File: src/rtl/bffm_mem.sv
module bffm_mem #(
	parameter int WORDS = 64,
	parameter int SCAN_WIDTH = 64,
	localparam int AW = (WORDS > 1) ? $clog2(WORDS) : 1
) (
	input  logic                  clk,
	input  logic                  wr_en,
	input  logic [AW-1:0]         wr_addr,
	input  logic [SCAN_WIDTH-1:0] wr_data,
	input  logic                  rd_en,
	input  logic [AW-1:0]         rd_addr,
	output logic [SCAN_WIDTH-1:0] rd_data
);

	logic [SCAN_WIDTH-1:0] mem_q [WORDS];

	always_ff @(posedge clk) begin
		if (wr_en) begin
			mem_q[wr_addr] <= wr_data;
		end
	end

	always_ff @(posedge clk) begin
		if (rd_en) begin
			rd_data <= mem_q[rd_addr];
		end
	end

endmodule

File: config.mk
export PLATFORM = sky130hd
export DESIGN_NAME = bffm_mem
export DESIGN_NICKNAME = d
export VERILOG_FILES = /design/src/rtl/bffm_mem.sv
export SDC_FILE = /design/constraint.sdc
export NUM_CORES = 2
export LEC_CHECK = 0
export BUFFER_PORTS_ARGS = -buffer_cell sky130_fd_sc_hd__buf_2
export CORE_ASPECT_RATIO = 0.8
export CORE_MARGIN = 4
export CORE_UTILIZATION = 50
export DETAILED_ROUTE_END_ITERATION = 10
export PLACE_DENSITY = 0.65
export SLEW_MARGIN = 20
export SYNTH_ARGS = -nofsm -noshare
export SYNTH_HDL_FRONTEND = slang
export SYNTH_SLANG_ARGS = --single-unit
File: constraint.sdc
create_clock -name clk -period 10.9 [get_ports clk]
set_input_delay 1.635 -clock clk [delete_from_list [all_inputs] [get_ports clk]]
set_output_delay 1.635 -clock clk [all_outputs]
set_load 0.1 [all_outputs]
==> results.txt <==
Post-synth EDFFs: 4160
hold path start: mem_q[54][63]
Primary FF master, synth: edfxtp_1
critical path class: in2reg
placed cells: 10700
# resized after CTS: 0
initial antenna violation count: 40
# hold bufs at CTS: 0
RSZ-0062 raised after global routing: no
WP data required: 11.51 ns
post-synthesis register bit count: 4160
worst hold path type: reg2reg
Vias: 76300
core area: 312000 um2
Buf/Inv on CP: 4
io pins: 143
leak pwr: 54.5 nW
CTS H-tree depth: 5
clk sinks: 4160
DRC: 0
GRT Total Usage: 26.3%
Cell Pwr Density: 187 nW/um2
post-route clock skew: 0.0598 ns
Final Hold Vio Count: 0
Clk pin slew, worst setup/hold paths: 0.06 ns
CP delay by family, top: buffers and inverters
final antenna-violating net count: 0
post-CTS setup buffer count: 0
CP max-delay cell: buf_4
max incr delay on CP: 0.87 ns
setup violators final: 0
nature of the critical path endpoint: flop
fraction of layout instances using a drive strength above 1: 27.7%
Synth cell types: 32
Mapped Area: 157000 um2
die outline area: 323000 um2
startpoint types: primary input
maxcap violations: 0
Initial Utilization: 50.4%
VDD IR max: 190 uV
chip height: 509 um
fin crit share: 43.3%
post-synthesis async set-or-reset flop share: 0%
DRT Wirelength: 425000 um
commonest non-fill, non-tap cells in the layout: edfxtp_1, mux4_2, clkbuf_16
total gr overflow: 0
vias in the first global route: 74700
YS warnings: 0
slew at the pin closest to its max-slew limit: 1.25 ns
commonest non-fill, non-tap cell in the layout: edfxtp_1
Setup crit start: rd_addr[0]
DR WL/cell: 37.1 um
max frequency: 0.212 GHz
Detail Placement HPWL: 223000 um
final std cells w/o fill: 11500
DR pass1 iterations: 6
Final min period: 4.72 ns
worst skew pair latency: 0.92 ns
Final TNS setup: 0 ns
status: completed
most used cell, CP: buf_12
Area Overhead vs Synth: 12.2%
DR iter-0 viols: 11200
port bufs: 142
R2R Path Start: mem_q[55][20]
TritonCTS Buffers: 394
syn_nets: 6677
die width: 634 um
crit-path cells: buf_12 -> buf_12 -> buf_16 -> buf_4 -> mux4_2 -> mux2i_1 -> nand2_1 -> a41oi_1 -> a211oi_1
Worst Path Max Fanout: 79
routability cong.: 0.780
Gate Count Post-Synth: 6598
Finished Cell Area: 176000 um2
CTS tree: built
first-pass GRT wire length: 593000 um
final max-slew violation count: 0
Via density: 6.66
CTS Buffer Depth: 4
Slew headroom: 16.9%
Worst EP arrival: 5.33 ns
nets: 7043
Post-Place Cell Area: 163000 um2
clock root buffer: clkbuf_16
largest net degree at the start of global routing: 129
Seq/Total Area, Yosys: 79.6%
Mean Syn Cell Area: 23.8 um2
Std-Cell Rows: 183
## synth_stat cells (20+ instances only)
cell type     n  area, um2
o221ai_1     38        333
a22oi_1     168       1260
nand3_1      45        225
or2_2        28        175
a211oi_1     63        473
edfxtp_1   4160     125000
buf_4        34        255
a22o_1       88        771
nand2_1      58        218
buf_2       170        851
mux2i_1     135       1350
mux4_2     1024      23100
nor2b_1      28        175
nor2_1      112        420
a41oi_1      26        228
o22ai_1      83        519
or3_1        29        181
buf_1        20       75.1
clkbuf_1    140        526
and3_1       64        400
## where the power goes
part	total, mW	switching, mW	internal [mW]
Combinational	1.63	1.09	0.539
Sequential	17.8	0.0743	17.7
Clock	13.5	5.82	7.66
## worst paths after layout
| path | to | depth (start not counted) | slack [ns] |
|---|---|---|---|
| worst max register to register | rd_data[20] | 5 | 8.51 |
| worst min-delay path | rd_data[63] | 4 | 0.88 |
| worst max-delay path | rd_data[19] | 9 | 6.18 |
| worst min register to register | rd_data[63] | 4 | 0.88 |
## logic make-up (layout without fill, tap and decap cells)
group	count (synthesis)	count (layout)	share of synthesized area [%]
mux	1159	1159	15.6
flops	4160	4160	79.6
other cells	0	15	0
simple gates	386	386	1.23
compound gates	504	504	2.47
buf+inv	389	1073	1.18
## worst register-to-register path: cells and delay by family, from the launching register on
kind	cells	cell delay (ns)
multiplexers	2	0.93
AO/OA/AOI/OAI	3	0.81
flip-flops	1	0.38
## routing by layer
layer,vias to the layer above,wire (um),global-route usage (%),part of all wire [%]
met5,-,70,0,0.016
met4,10,12300,7.39,2.9
met3,659,48400,5.49,11
met2,4751,193000,38.7,45
met1,41600,171000,40.3,40
li1,29300,-,-,-
## metrics by stage
step,util (%),power (mW),worst slack (ns),hold slack [ns]
2_1_floorplan,-,19.1,3.83,0.865
3_3_place_gp,52.4,19.8,5.22,0.885
3_5_place_dp,52.4,19.8,5.22,0.892
4_1_cts,56.5,33.1,6.19,0.876
5_1_grt,56.5,33.9,5.79,0.933
6_report,56.5,32.9,6.18,0.879
## layout make-up
class | instances | area, um2
Antenna cell | 15 | 37.5
Clock buffer | 482 | 10300
Clock inverter | 232 | 2250
Fill cell | 22300 | 136000
Inverter | 19 | 71.3
Multi-Input combinational cell | 2049 | 30800
Sequential cell | 4160 | 125000
Tap cell | 4162 | 5210
Timing Repair Buffer | 340 | 2560
## state kept, by name (all words and copies together) (netlist names)
name	count
mem_q	4096
rd_data	64
No activity file was read; power rests on OpenSTA's default activity.
