## config.mk

```make
export PLATFORM = sky130hd
export DESIGN_NAME = bffm_word_find
export DESIGN_NICKNAME = d
export VERILOG_FILES = /design/src/rtl/bffm_word_find.sv
export SDC_FILE = /design/constraint.sdc
export NUM_CORES = 1
export LEC_CHECK = 0
export BUFFER_PORTS_ARGS = -buffer_cell sky130_fd_sc_hd__buf_2
export CAP_MARGIN = 30
export CORE_AREA = 2 2 79 81
export DETAILED_ROUTE_END_ITERATION = 8
export DIE_AREA = 0 0 81 83
export PLACE_DENSITY = 0.84
export RECOVER_POWER = 25
export SYNTH_ARGS = -nofsm -noshare
export SYNTH_HDL_FRONTEND = slang
export SYNTH_SLANG_ARGS = --single-unit
```

## constraint.sdc

```tcl
create_clock -name vclk -period 4
set_clock_uncertainty 0.15 [all_clocks]
set_input_delay 0.8 -clock vclk [all_inputs]
set_output_delay 0.8 -clock vclk [all_outputs]
set_load 0.05 [all_outputs]
```

## src/rtl/bffm_word_find.sv

```systemverilog
module bffm_word_find #(
	parameter int SCAN_WIDTH = 64,
	localparam int LW = $clog2(SCAN_WIDTH)
) (
	input  logic [SCAN_WIDTH-1:0] word,
	input  logic                  invert,
	input  logic                  use_lo,
	input  logic [LW-1:0]         lo,
	input  logic                  use_hi,
	input  logic [LW-1:0]         hi,
	output logic                  hit,
	output logic [LW-1:0]         pos
);

	logic [SCAN_WIDTH-1:0] keep;
	logic [SCAN_WIDTH-1:0] cand;

	always_comb begin
		for (int k = 0; k < SCAN_WIDTH; k++) begin
			keep[k] = (!use_lo || (LW'(k) >= lo)) && (!use_hi || (LW'(k) <= hi));
		end
		cand = (word ^ {SCAN_WIDTH{invert}}) & keep;
		hit  = |cand;
		pos  = '0;
		// lowest set bit wins
		for (int k = SCAN_WIDTH - 1; k >= 0; k--) begin
			if (cand[k]) begin
				pos = LW'(k);
			end
		end
	end

endmodule
```

==> flow_metrics.env, run 1 <==
export IMPL_outcome="did not finish"
export IMPL_stop_stage="global routing (5_1_grt)"
export IMPL_error="[ERROR GRT-0116] Global routing finished with congestion. Check the congestion regions in the DRC Viewer."
export IMPL_syn_nets=594
export IMPL_synth_top_area_share=0.0876
export IMPL_grt_pass1_vias=6659
export IMPL_yosysWarningCount=0
export IMPL_synth_seq_area_share=0
export IMPL_fp_dieW_um=81
export IMPL_grt_max_degree=27
export IMPL_dp_worst_setup_slack_ns=-0.398
export IMPL_synth_cells=515
export IMPL_gp_congestion=1.25
export IMPL_grt_overflow=21
export IMPL_syn_avg_cell_area_um2=6.32
export IMPL_ys_top_cells_by_area="o21ai_0, xnor2_1, xor2_1, a21oi_1, nand2_1"
export IMPL_ys_types=69
export IMPL_grt_pass1_wl_um=37000
export IMPL_fp_row_count=28
export IMPL_hpwlAfterDp_um=13400
export IMPL_start_util=0.560
export IMPL_port_buffers=86
export IMPL_yosysTopAreaCell="o21ai_0"
export IMPL_syn_area_um2=3260
export IMPL_pin_count=86
export IMPL_fp_dieH_um=83
export IMPL_dp_cells=785
export IMPL_yosysMostFrequentCell="o21ai_0"
export IMPL_grt_usage=0.718
export IMPL_synthTopCellsByCount="o21ai_0, nand2_1, a21oi_1"
==> kinds of logic after synthesis <==
kind of cell,share of synthesized area
buffers and inverters,0.0811
XOR/XNOR,0.167
AND/OR/NAND/NOR,0.293
AO/OA/AOI/OAI,0.459
==> timing repair <==
item,CTS
pin swaps,26
gates cloned,0
hold buffers,0
setup buffers,9
endpoints found under the setup margin,7
resized for setup,68
==> metal layers <==
layer  GRT usage  GRT overflow
met1       0.705             0
met4       0.695             8
met5       0.292             0
met3       0.622             0
met2       0.847            13
==> per-stage QoR <==
step                TNS (ns)  cell area [um^2]   util
floorplan            -0.0826              3310      -
global placement       -1.59              4800  0.826
detailed placement     -2.13              4800  0.826
CTS                   -0.360              5130  0.883
==> run 2, diff against run 1 <==
Settings changed: CORE_AREA 2 2 79 81 to 2 2 94 96, DIE_AREA 0 0 81 83 to 0 0 96 98, PLACE_DENSITY 0.84 to unset, PLACE_DENSITY_LB_ADDON set to 0.15.
==> flow_metrics.env, run 2 <==
export IMPL_outcome="finished, violations left"
export IMPL_violations="negative setup slack"
export IMPL_hold_path_depth=6
export IMPL_grt_usage=0.371
export IMPL_rsz0062_at_grt="true"
export IMPL_yosysMostFrequentCell="o21ai_0"
export IMPL_antenna_left=0
export IMPL_synth_seq_area_share=0
export IMPL_seq_area_um2=0
export IMPL_final_cell_mix="buf_4, buf_2, nand2_1"
export IMPL_slew_headroom=0.573
export IMPL_worst_slack_ns=-0.202
export IMPL_wl_um=18600
export IMPL_drv_cap=0
export IMPL_crit_path_end_kind="output pin"
export IMPL_start_util=0.385
export IMPL_ys_top_cells_by_area="o21ai_0, xnor2_1, xor2_1, a21oi_1, nand2_1"
export IMPL_syn_avg_cell_area_um2=6.32
export IMPL_power_leakage_uw=0.00260
export IMPL_antenna_found_initial=0
export IMPL_num_antenna_cells=0
export IMPL_die_area_um2=9410
export IMPL_synth_cells=515
export IMPL_timing_final_hold_violations=0
export IMPL_fin_hold_ws_ns=2.20
export IMPL_drc=0
export IMPL_grt_overflow=0
export IMPL_min_period_over_period=1.05
export IMPL_hpwlAfterDp_um=14300
export IMPL_worst_ep_arrival_time_ns=3.25
export IMPL_nets=831
export IMPL_synth_top_area_share=0.0876
export IMPL_setup_viol=4
export IMPL_flops_and_latches=0
export IMPL_first_pass_iters=5
export IMPL_syn_area_um2=3260
export IMPL_worst_pin_slew_ns=0.641
export IMPL_num_vias=5327
export IMPL_ys_types=69
export IMPL_crit_path_start_kind="input pin"
export IMPL_crit_slowest_cell="or4b_4"
export IMPL_fp_dieH_um=98
export IMPL_final_cells=858
export IMPL_fp_dieW_um=96
export IMPL_period_minus_slack_ns=4.20
export IMPL_area_delta_synth_final_pct=80.4
export IMPL_fp_row_count=34
export IMPL_required_ns=3.05
export IMPL_hold_buffers=0
export IMPL_syn_nets=594
export IMPL_final_common_cell="buf_4"
export IMPL_clkbuf_count=0
export IMPL_gp_congestion=1.02
export IMPL_critPathMaxFanout=4
export IMPL_drive_gt1_frac=0.503
export IMPL_crit_path_max_incr_delay_ns=0.54
export IMPL_drt_iter0_markers=360
export IMPL_dp_cells=833
export IMPL_powerDensity_nw_per_um2=163
export IMPL_wire_per_inst_um=21.7
export IMPL_worstSetupPathType="input pin to output pin"
export IMPL_pin_count=86
export IMPL_synthTopCellsByCount="o21ai_0, nand2_1, a21oi_1"
export IMPL_yosysTopAreaCell="o21ai_0"
export IMPL_viasPerCell=6.21
export IMPL_grt_pass1_wl_um=26900
export IMPL_grt_pass1_vias=5006
export IMPL_coreArea_um2=8470
export IMPL_cp_cell_sequence="buf_8 > or4b_4 > o211a_4 > buf_6 > o21ai_4 > nand3_2 > or3_1 > a211o_1 > o221a_1 > o211a_4 > buf_8"
export IMPL_maxSlewViolCount=0
export IMPL_max_freq_ghz=0.238
export IMPL_grt_max_degree=26
export IMPL_yosysWarningCount=0
export IMPL_vdd_drop_max_mv=0.0700
export IMPL_tns_ns=-0.533
export IMPL_hold_class="input pin to output pin"
export IMPL_port_buffers=86
export IMPL_dp_worst_setup_slack_ns=-0.445
## run 2: final cells by class
class | instances | area, um^2
Fill cell | 738 | 2590
Inverter | 12 | 48.8
Tap cell | 108 | 135
Timing Repair Buffer | 281 | 2180
Multi-Input combinational cell | 457 | 3510
## run 2: timing repair
action / 4_1_cts / 5_1_grt
buffers inserted: 4 / 19
pin swaps: 13 / 31
resized for setup: 69 / 111
cloned: 0 / 4
endpoints found under the setup margin: 7 / 7
## run 2: logic make-up (layout without fill, tap and decap cells)
family | Yosys count | after routing | synth area share
xor gates and xnor gates | 62 | 62 | 0.167
and+or+nand+nor | 177 | 177 | 0.293
buffers and inverters | 58 | 293 | 0.0811
AOI/OAI and AO/OA | 218 | 218 | 0.459
## run 2: metrics by stage
stage	utilization	total power, uW	cell area (um^2)
floorplan	-	417	3310
global placement	0.584	769	4940
detailed placement	0.584	776	4940
CTS	0.619	833	5240
global route	0.694	1010	5880
finish	0.694	960	5880
## run 2: power breakdown
| part | total (uW) | internal, uW | switching [uW] |
|---|---|---|---|
| Combinational | 960 | 458 | 502 |
| Sequential | 0 | 0 | 0 |
| Clock | 0 | 0 | 0 |
| Total | 960 | 458 | 502 |
## run 2: critical path, delay by kind of cell
family	cells	cell delay (ns)
AO/OA/AOI/OAI	5	1.13
AND/OR/NAND/NOR	3	0.97
buffers and inverters	3	0.36
## run 2: final timing paths
path | end | slack, ns | start
hold / removal | pos[0] | 2.20 | word[0]
setup / recovery | pos[1] | -0.20 | hi[1]
## run 2: per-layer routing
| metal | routed length (um) | up-vias | track usage | part of all wire |
|---|---|---|---|---|
| li1 | - | 2434 | - | - |
| met1 | 7340 | 2500 | 0.473 | 0.39 |
| met2 | 8920 | 332 | 0.638 | 0.48 |
| met3 | 1490 | 61 | 0.0440 | 0.080 |
| met4 | 858 | 0 | 0.118 | 0.046 |
| met5 | 0 | - | 0 | 0 |
Note: power is estimated with default switching activity, not from simulation.
==> run 3, diff against run 2 <==
Settings changed: PLACE_DENSITY_LB_ADDON 0.15 to unset.
Clock period 4 ns to 3.8 ns, I/O delays scaled along.
==> flow_metrics.env, run 3 (synthesized netlist as in run 2, its figures left out) <==
export IMPL_outcome="finished, violations left"
export IMPL_violations="negative setup slack"
export IMPL_clkbuf_count=0
export IMPL_drc=0
export IMPL_grt_usage=0.388
export IMPL_fp_row_count=34
export IMPL_hold_buffers=0
export IMPL_antenna_left=0
export IMPL_p_seq_frac=0
export IMPL_worstSetupPathType="input pin to output pin"
export IMPL_drv_cap=0
export IMPL_rsz0062_at_grt="true"
export IMPL_die_area_um2=9410
export IMPL_required_ns=2.89
export IMPL_start_util=0.385
export IMPL_fin_hold_ws_ns=2.13
export IMPL_crit_path_end_kind="output pin"
export IMPL_power_share_clock=0
export IMPL_wl_um=19300
export IMPL_period_minus_slack_ns=4.15
export IMPL_area_delta_synth_final_pct=91.5
export IMPL_worst_pin_slew_ns=0.591
export IMPL_power_leakage_uw=0.00278
export IMPL_final_common_cell="buf_4"
export IMPL_maxSlewViolCount=0
export IMPL_flops_and_latches=0
export IMPL_grt_pass1_vias=5405
export IMPL_power_uw=1090
export IMPL_hpwlAfterDp_um=14500
export IMPL_num_antenna_cells=0
export IMPL_antenna_found_initial=0
export IMPL_tns_ns=-1.68
export IMPL_critPathMaxFanout=3
export IMPL_max_freq_ghz=0.241
export IMPL_powerDensity_nw_per_um2=175
export IMPL_nets=855
export IMPL_fp_dieH_um=98
export IMPL_num_vias=5583
export IMPL_fin_area_um2=6240
export IMPL_drt_iter0_markers=525
export IMPL_drive_gt1_frac=0.539
export IMPL_wire_per_inst_um=21.9
export IMPL_worst_ep_arrival_time_ns=3.24
export IMPL_crit_slowest_cell="or4b_4"
export IMPL_gp_congestion=1.04
export IMPL_vdd_drop_max_mv=0.0899
export IMPL_crit_buf_inv=5
export IMPL_path_delay_family="simple AND/OR/NAND/NOR gates"
export IMPL_setup_viol=7
export IMPL_worst_slack_ns=-0.351
export IMPL_grt_max_degree=20
export IMPL_crit_path_start_kind="input pin"
export IMPL_port_buffers=86
export IMPL_grt_pass1_wl_um=28300
export IMPL_place_area_um2=5150
export IMPL_viasPerCell=6.33
export IMPL_seq_area_um2=0
export IMPL_fp_dieW_um=96
export IMPL_internal_power_uw=524
export IMPL_pin_count=86
export IMPL_cp_common_cell="buf_6"
export IMPL_min_period_over_period=1.09
export IMPL_first_pass_iters=5
export IMPL_switchingPower_uw=566
export IMPL_swShare=0.519
export IMPL_grt_overflow=0
export IMPL_timing_final_hold_violations=0
export IMPL_slew_headroom=0.601
export IMPL_coreArea_um2=8470
export IMPL_crit_path_max_incr_delay_ns=0.54
export IMPL_hold_class="input pin to output pin"
export IMPL_cp_cell_sequence="buf_6 > or4b_4 > buf_4 > buf_6 > a21oi_2 > o211ai_1 > nor3b_2 > buf_4 > nand3_2 > a311oi_2 > o21ai_1 > nand2_1 > buf_6"
export IMPL_final_cell_mix="buf_4, buf_2, nand2_1"
export IMPL_comb_power_share=1.000
run 3: cell count changes in the layout (fill, tap and decap cells not counted), sizes merged:
cell / previous run / this run
buf: 276 / 303
bufbuf: 0 / 1
clkbuf: 5 / 1
run 3: what timing repair did:
| item | CTS | global route |
|---|---|---|
| setup endpoints to repair | 7 | 7 |
| gates cloned | 1 | 0 |
| pin swaps | 35 | 44 |
| resized for setup | 131 | 69 |
| buffers inserted | 18 | 12 |
run 3: layout make-up:
cell class         count  area, um^2
fillers              677        2230
inverters             12        48.8
multi-input cells    457        3700
well taps            108         135
repair buffers       305        2350
run 3: metal layers:
metal	track usage	wire (um)	vias up	share of wire
met5	0	0	-	0
met4	0.193	1150	0	0.059
met3	0.0602	1770	96	0.092
met2	0.639	9110	415	0.47
met1	0.483	7300	2584	0.38
li1	-	-	2488	-
run 3: worst paths after layout:
kind / end / slack, ns / depth (start not counted) / start
hold / removal: pos[0] / 2.13 / 6 / word[0]
setup / recovery: pos[2] / -0.35 / 13 / hi[1]
run 3: power by group through the flow:
stage	logic (uW)	registers (uW)	clock network, uW
floorplan	444	0	0
global placement	834	0	0
detailed placement	844	0	0
CTS	984	0	0
global route	1140	0	0
finish	1090	0	0
run 3: tightest hold or removal path: stages:
cell	delay, ns
buf_2	0.08
xor2_1	0.18
nand3_1	0.13
o21ai_0	0.16
a311oi_4	0.06
buf_6	0.14
run 3: through the flow:
stage / utilization / instances / setup WS [ns]
after floorplan: - / 515 / -0.170
after global placement: 0.608 / 852 / -0.749
after detailed placement: 0.608 / 852 / -0.683
after CTS: 0.694 / 871 / -0.255
after global routing: 0.737 / 882 / -0.375
final: 0.737 / 882 / -0.351
